**src/sv/c2d3_pkg.sv**
```systemverilog
// Shared types, widths and register codes for the 3x3 streaming correlator.
package c2d3_pkg;

	localparam int PIX_W          = 8;
	localparam int COEF_W         = 8;
	localparam int KSIZE          = 3;
	localparam int KROW_W         = KSIZE * COEF_W;
	localparam int SIZE_W         = 11;
	localparam int POS_W          = 10;
	localparam int SUM_W          = 20;
	localparam int PROD_W         = PIX_W + COEF_W + 1;
	localparam int PART_W         = 18;
	localparam int CFG_IDX_W      = 3;
	localparam int SIZE_RESET     = 1024;
	localparam int MAX_WIDTH_DEF  = 1024;
	localparam int MAX_HEIGHT_DEF = 1024;

	// Configuration register indexes
	typedef enum logic [CFG_IDX_W-1:0] {
		REG_KTOP   = 3'd0,
		REG_KMID   = 3'd1,
		REG_KBOT   = 3'd2,
		REG_WIDTH  = 3'd3,
		REG_HEIGHT = 3'd4
	} cfg_reg_t;

	// One window column, oldest row on top
	typedef struct packed {
		logic [PIX_W-1:0] top;
		logic [PIX_W-1:0] mid;
		logic [PIX_W-1:0] bot;
	} pix_col_t;

	// Kernel coefficients for one window column
	typedef struct packed {
		logic signed [COEF_W-1:0] top;
		logic signed [COEF_W-1:0] mid;
		logic signed [COEF_W-1:0] bot;
	} coef_col_t;

	// Per-cycle controls for the cell chain
	typedef struct packed {
		logic shift;
		logic calc;
	} cell_ctl_t;

endpackage

```
**src/sv/c2d3_cell.sv**
```systemverilog
// Window cell: holds one window column and forms its weighted column sum.
module c2d3_cell (
	input  logic                               clk,
	input  logic                               arst_n,
	input  c2d3_pkg::cell_ctl_t                ctl,
	input  c2d3_pkg::pix_col_t                 col_in,
	input  c2d3_pkg::coef_col_t                coef,
	output c2d3_pkg::pix_col_t                 col_out,
	output logic signed [c2d3_pkg::PART_W-1:0] partial_s3
);

	c2d3_pkg::pix_col_t                       col_q;
	logic signed [c2d3_pkg::PROD_W-1:0]       p_top;
	logic signed [c2d3_pkg::PROD_W-1:0]       p_mid;
	logic signed [c2d3_pkg::PROD_W-1:0]       p_bot;

	// Take the neighbour's column when the window advances
	always_ff @(posedge clk or negedge arst_n) begin
		if (!arst_n) begin
			col_q <= '0;
		end else if (ctl.shift) begin
			col_q <= col_in;
		end
	end

	assign col_out = col_q;

	// Three pixel by coefficient products; pixels are unsigned
	always_comb begin
		p_top = $signed({1'b0, col_q.top}) * $signed(coef.top);
		p_mid = $signed({1'b0, col_q.mid}) * $signed(coef.mid);
		p_bot = $signed({1'b0, col_q.bot}) * $signed(coef.bot);
	end

	// Register the column sum for the final adder
	always_ff @(posedge clk) begin
		if (ctl.calc) begin
			partial_s3 <= c2d3_pkg::PART_W'(p_top) + c2d3_pkg::PART_W'(p_mid)
				+ c2d3_pkg::PART_W'(p_bot);
		end
	end

endmodule

```
**config.mk**
```make
export PLATFORM = sky130hd
export DESIGN_NAME = c2d3_cell
export DESIGN_NICKNAME = d
export VERILOG_FILES = /design/src/sv/c2d3_pkg.sv /design/src/sv/c2d3_cell.sv
export SDC_FILE = /design/constraint.sdc
export NUM_CORES = 1
export LEC_CHECK = 0
export BUFFER_PORTS_ARGS = -buffer_cell sky130_fd_sc_hd__buf_2
export CAP_MARGIN = 20
export CORE_MARGIN = 5
export CORE_UTILIZATION = 40
export CTS_CLUSTER_SIZE = 30
export DETAILED_ROUTE_END_ITERATION = 12
export GPL_TIMING_DRIVEN = 0
export HOLD_SLACK_MARGIN = 0.03
export PLACE_DENSITY_LB_ADDON = 0.1
export SYNTH_ARGS = -nofsm -noshare
export SYNTH_HDL_FRONTEND = slang
export SYNTH_SLANG_ARGS = --single-unit
```
**constraint.sdc**
```tcl
create_clock -name clk -period 13.3 [get_ports clk]
set_input_delay 0.665 -clock clk [delete_from_list [all_inputs] [get_ports clk]]
set_output_delay 0.665 -clock clk [all_outputs]
set_load 0.1 [all_outputs]
```
==> results of run 1 <==
[logic make-up (layout without fill, tap and decap cells)]
family	count (synthesis)	count (layout)
fa+ha+maj	272	272
buf+inv	243	343
simple gates	222	222
flops	42	42
compound gates	35	35
mux	25	25
xor+xnor	17	17
[registers in the layout (all words and copies together) (netlist names)]
| signal | cells |
|---|---|
| col_out | 24 |
| partial_s3 | 18 |
[final timing paths]
check / depth (start not counted) / to / slack, ns
worst min-delay path: 1 / col_out[8] / 0.38
worst max-delay path: 20 / partial_s3[15] / 6.99
max in group asynchronous: 1 / col_out[18] / 12.49
worst min register to register: 1 / col_out[14] / 0.76
min in group clk: 2 / col_out[14] / 0.59
worst max register to register: 20 / partial_s3[15] / 6.99
[worst max-delay path, delay by kind of cell (launching register included)]
| kind | cells | cell delay (ns) |
|---|---|---|
| simple gates | 2 | 0.23 |
| buf+inv | 6 | 0.68 |
| flops | 1 | 0.36 |
| fa+ha+maj | 8 | 3.88 |
| xor+xnor | 1 | 0.17 |
| compound gates | 3 | 0.71 |
[area by class of cell]
class                      count  area (um^2)  share of cell area
clock buffer                   5          125              0.0132
inverter                     234          878              0.0927
timing repair buffer          92          460              0.0486
clock inverter                 3         21.3             0.00224
tap                          275          344              0.0363
multi-input combinational    571         6470               0.682
sequential                    42         1140               0.120
buffer                         9         41.3             0.00436
[cells in the final DEF (no fill, tap or decap), types with 2 or more instances in the layout]
| cell | count |
|---|---|
| a21oi_1 | 13 |
| nand2b_1 | 9 |
| mux2_2 | 24 |
| clkbuf_1 | 5 |
| edfxtp_1 | 18 |
| nor2b_1 | 2 |
| fa_1 | 165 |
| clkinv_1 | 2 |
| buf_2 | 95 |
| o21ai_1 | 2 |
| ha_1 | 107 |
| inv_1 | 232 |
| nand2_1 | 65 |
| xnor2_1 | 13 |
| a21o_1 | 6 |
| o211ai_1 | 3 |
| clkbuf_16 | 5 |
| xor2_1 | 4 |
| nand4_1 | 3 |
| nor3_1 | 4 |
| nor2_1 | 26 |
| and2_1 | 112 |
| o21ai_0 | 3 |
| dfrtp_1 | 24 |
[metrics by stage]
stage | hold WS, ns | cell area [um^2] | setup WS (ns)
after floorplan | 0.369 | 8530 | 6.97
after global placement | 0.744 | 9330 | 6.74
after detailed placement | 0.740 | 9330 | 6.74
after CTS | 0.412 | 9480 | 6.92
after global routing | 0.435 | 9480 | 6.67
final | 0.384 | 9480 | 6.99
[per-layer routing]
layer / part of all wire / global-route usage / vias to the layer above / wire [um]
met5: 0 / 0 / - / 0
met4: 0.0090 / 0.0300 / 0 / 170
met3: 0.030 / 0.0164 / 6 / 568
met2: 0.53 / 0.296 / 70 / 9930
met1: 0.43 / 0.223 / 2950 / 8150
li1: - / - / 2738 / -
==> results_dict.tcl, run 1 <==
set metrics [dict create \
    cts_resized 0 \
    antenna_found_initial 0 \
    tns_ns 0 \
    fin_skew_ns 0.00420 \
    pin_count 94 \
    syn_avg_cell_area_um2 9.96 \
    syn-cell-area_um2 8530 \
    crit_required_ns 13.35 \
    cts_tree "done" \
    syn_nets 1180 \
    cts.path.max_buffers 2 \
    critPathKind "register to register" \
    drtPass1Iterations 4 \
    path_cells "clkbuf_1 -> nand2_1 -> fa_1 -> inv_1 -> fa_1 -> inv_1 -> fa_1 -> fa_1 -> inv_1 -> fa_1 -> fa_1 -> inv_1 -> fa_1 -> inv_1 -> ha_1 -> a21oi_1 -> nand2_1 -> o211ai_1 -> a22oi_1 -> xor2_1" \
    hold_violations 0 \
    ant_nets 0 \
    r2r-start "col_out[20]" \
    grt_pass1_wl_um 31700 \
    drive_gt1_frac 0.138 \
    rsz0062_at_grt "false" \
    overflow 0 \
    cts.sinks 42 \
    muxShareOfSynthArea 0.0329 \
    drv_cap 0 \
    fill_cells 2143 \
    std_cell_rows 53 \
    cpMostUsedCell "fa_1" \
    grt_use_total 0.167 \
    synth.area.top_cells "fa_1 (39%), ha_1 (16%), inv_1 (10%)" \
    worstSetupStartpoint "col_out[20]" \
    setup_viol 0 \
    async_flop_share 0.571 \
    cts_made_buffers 5 \
    hpwl_um 16500 \
    dp.cells 1223 \
    synth_compound_area_frac 0.0279 \
    area.growth.synth_to_final_pct 11.2 \
    slowest_delay_ns 0.53 \
    portBuffers 92 \
    final_util 0.451 \
    synth-adder-area-share 0.544 \
    yosysSeqAreaShare 0.134 \
    slowest_stage "fa_1" \
    synth_top_family_by_area "adder cells" \
    slew_headroom 0.569 \
    grt_start_max_net_pins 25 \
    first_global_vias 6102 \
    fin_crit_sh 0.474 \
    route.detailed.drc 0 \
    synthFlopType "dfrtp_1" \
    hold_class "primary input to async pin" \
    arrival_ns 6.36 \
    wirelength_um 18800 \
    synth_seq_cells 42 \
    die_w_um 156 \
    cp_max_fo 9 \
    final.min_clock_period_ns 6.31 \
    gp_congestion 0.785 \
    ys_warn_count 0 \
    dr_total_vias 5764 \
    post_cts_buffers 0 \
    status "complete, no violations" \
    synth_edf_count 18 \
    yosys.area.top_type "fa_1" \
    avgRoutedWirePerCell_um 15.3 \
    fmax_mhz 158 \
    cts.clk_slew.worst_paths_ns 0.07 \
    clk_latency_ns 0.30 \
    synthCells 856 \
    nets 1279 \
    drtIter0Drc 213 \
    ctsHoldBuffers 0 \
    htreeDepth 2 \
    synth.distinct_cells 34 \
    diodes 0 \
    endpoint_kind "register" \
    via_per_inst 4.68 \
    coreArea_um2 21000 \
    die_area_um2 24300 \
    drv_slew 0 \
    stdcell_count 1231 \
    synth_most_common_cell "inv_1" \
    synth_top_cell_area_share 0.387 \
    die_y_um 156 \
    start_kind "register" \
    initial_utilization 0.406 \
    synth_simple_gate_area_frac 0.136 \
    synth_common_cells "inv_1 (232), fa_1 (165), and2_1 (112)" \
    synth_xor_xnor_area_share 0.0175 \
    worst_pin_slew_ns 0.647 \
    ctsRootBufferMaster "clkbuf_16" \
]
Power of run 1 is left out: the tool's default activity adds up to more than one toggle a clock period on the data nets, which glitch-free logic cannot reach.
==> run 2: changes to the inputs <==
==> constraint.sdc (replaced) <==
create_clock -name clk -period 5.5 [get_ports clk]
set_input_delay 0.275 -clock clk [delete_from_list [all_inputs] [get_ports clk]]
set_output_delay 0.275 -clock clk [all_outputs]
set_load 0.1 [all_outputs]
==> results_dict.tcl, run 2 (synthesis gave the netlist of run 1 again) <==
set metrics [dict create \
    initial_utilization 0.406 \
    wirelength_um 19800 \
    nets 1316 \
    stdcell_count 1268 \
    rr_worst_depth 20 \
    critPathKind "register to register" \
    tns_ns -2.02 \
    final.min_clock_period_ns 5.78 \
    dr_total_vias 5956 \
    drtPass1Iterations 5 \
    final_cell_mix "inv_1 (214), fa_1 (151), and2_1 (101)" \
    crit_required_ns 5.56 \
    hpwl_um 16600 \
    ff2ff_setup_slack_ns -0.28 \
    slew_headroom 0.549 \
    portBuffers 92 \
    final_util 0.484 \
    setup_viol 10 \
    clk_latency_ns 0.31 \
    first_global_vias 6529 \
    r2r-start "col_out[4]" \
    regArea_um2 1200 \
    ant_nets 0 \
    grt_start_max_net_pins 25 \
    die_w_um 156 \
    multi_input_area_um2 6760 \
    fin_skew_ns 0.00922 \
    mostFrequentLayoutCell "inv_1" \
    start_kind "register" \
    worstSetupStartpoint "col_out[4]" \
    arrival_ns 5.84 \
    endpoint "partial_s3[17]" \
    cts.sinks 42 \
    fill_cells 2026 \
    cp_max_fo 7 \
    drv_cap 0 \
    coreArea_um2 21000 \
    dp.cells 1223 \
    diodes 0 \
    drv_slew 0 \
    worst_r2r_endpoint "partial_s3[17]" \
    endpoint_kind "register" \
    via_per_inst 4.70 \
    gp_congestion 0.781 \
    cts.path.max_buffers 2 \
    fin_crit_sh 1.05 \
    drtIter0Drc 211 \
    antenna_found_initial 0 \
    ctsRootBufferMaster "clkbuf_16" \
    std_cell_rows 53 \
    die_area_um2 24300 \
    grt_use_total 0.174 \
    largest_reg_flops 24 \
    worst_pin_slew_ns 0.676 \
    grt_pass1_wl_um 33200 \
    area.growth.synth_to_final_pct 19.4 \
    cts.clk_slew.worst_paths_ns 0.07 \
    post-place-ws_ns -0.627 \
    cts_made_buffers 5 \
    avgRoutedWirePerCell_um 15.6 \
    violations "negative setup slack" \
    worst_slack_ns -0.282 \
    fmax_mhz 173 \
    cts_tree "done" \
    die_y_um 156 \
    htreeDepth 2 \
    drive_gt1_frac 0.268 \
    pin_count 94 \
    rsz0062_at_grt "true" \
    hold_violations 0 \
    overflow 0 \
    status "finished, violations left" \
    route.detailed.drc 0 \
    hold_class "primary input to register" \
]
run 2: cell count changes in the layout (fill, tap and decap cells not counted), moves of 9 or more:
cell | before | now
a21oi_1 | 13 | 4
and2_1 | 112 | 101
and2_4 | 0 | 11
buf_4 | 1 | 35
dfrtp_1 | 24 | 0
dfrtp_2 | 0 | 12
dfrtp_4 | 0 | 12
fa_1 | 165 | 151
fa_2 | 0 | 14
inv_1 | 232 | 214
inv_2 | 0 | 18
run 2: repair_timing:
action                     4_1_cts  5_1_grt
gates resized for setup         26       29
setup endpoints to repair       10       12
pin swaps                       36       38
hold endpoints to repair        16        0
buffers inserted                25       14
hold buffers                     1        0
run 2: area by class of cell:
cell class / instances / area share
Tap cell: 275 / 0.0338
Inverter: 234 / 0.0863
Buffer: 6 / 0.00455
Clock inverter: 2 / 0.00369
Sequential cell: 42 / 0.118
Clock buffer: 6 / 0.0127
Timing Repair Buffer: 132 / 0.0768
Multi-Input combinational cell: 571 / 0.664
run 2: critical path, cell delays in order (launching register included):
cell      delay, ns
dfrtp_4        0.54
and2_4         0.18
fa_1           0.49
inv_2          0.04
fa_1           0.51
inv_2          0.04
fa_1           0.51
fa_1           0.46
fa_1           0.54
fa_1           0.52
inv_1          0.05
fa_1           0.48
inv_2          0.04
ha_4           0.20
buf_6          0.11
a21oi_2        0.14
nand2_1        0.07
o211ai_1       0.17
buf_4          0.18
a31oi_4        0.10
xnor2_2        0.15
run 2: worst min-delay path by stage:
| stage | depth (start not counted) | slack, ns | to | start |
|---|---|---|---|---|
| 4_1_cts | 2 | 0.19 | col_out[15] | col_in[15] |
| 3_5_place_dp | 1 | 0.36 | col_out[14] | arst_n |
| 6_report | 2 | 0.19 | col_out[22] | col_in[22] |
| 5_1_grt | 2 | 0.19 | col_out[5] | col_in[5] |
| 3_3_place_gp | 1 | 0.36 | col_out[14] | arst_n |
| 2_1_floorplan | 0 | -0.02 | col_out[0] | arst_n |
run 2: per-stage QoR:
stage | hold slack (ns) | cell area, um^2
2_1_floorplan | -0.0206 | 8740
3_3_place_gp | 0.358 | 9540
3_5_place_dp | 0.356 | 9540
4_1_cts | 0.188 | 9960
5_1_grt | 0.192 | 10200
6_report | 0.192 | 10200
run 2: layer usage:
layer  track usage  vias up  share of wire
li1              -     2815              -
met1         0.228     3036           0.42
met2         0.315       93           0.53
met3        0.0205       12          0.036
met4        0.0313        0          0.011
met5             0        -              0
Power of run 2 is left out for the same reason.
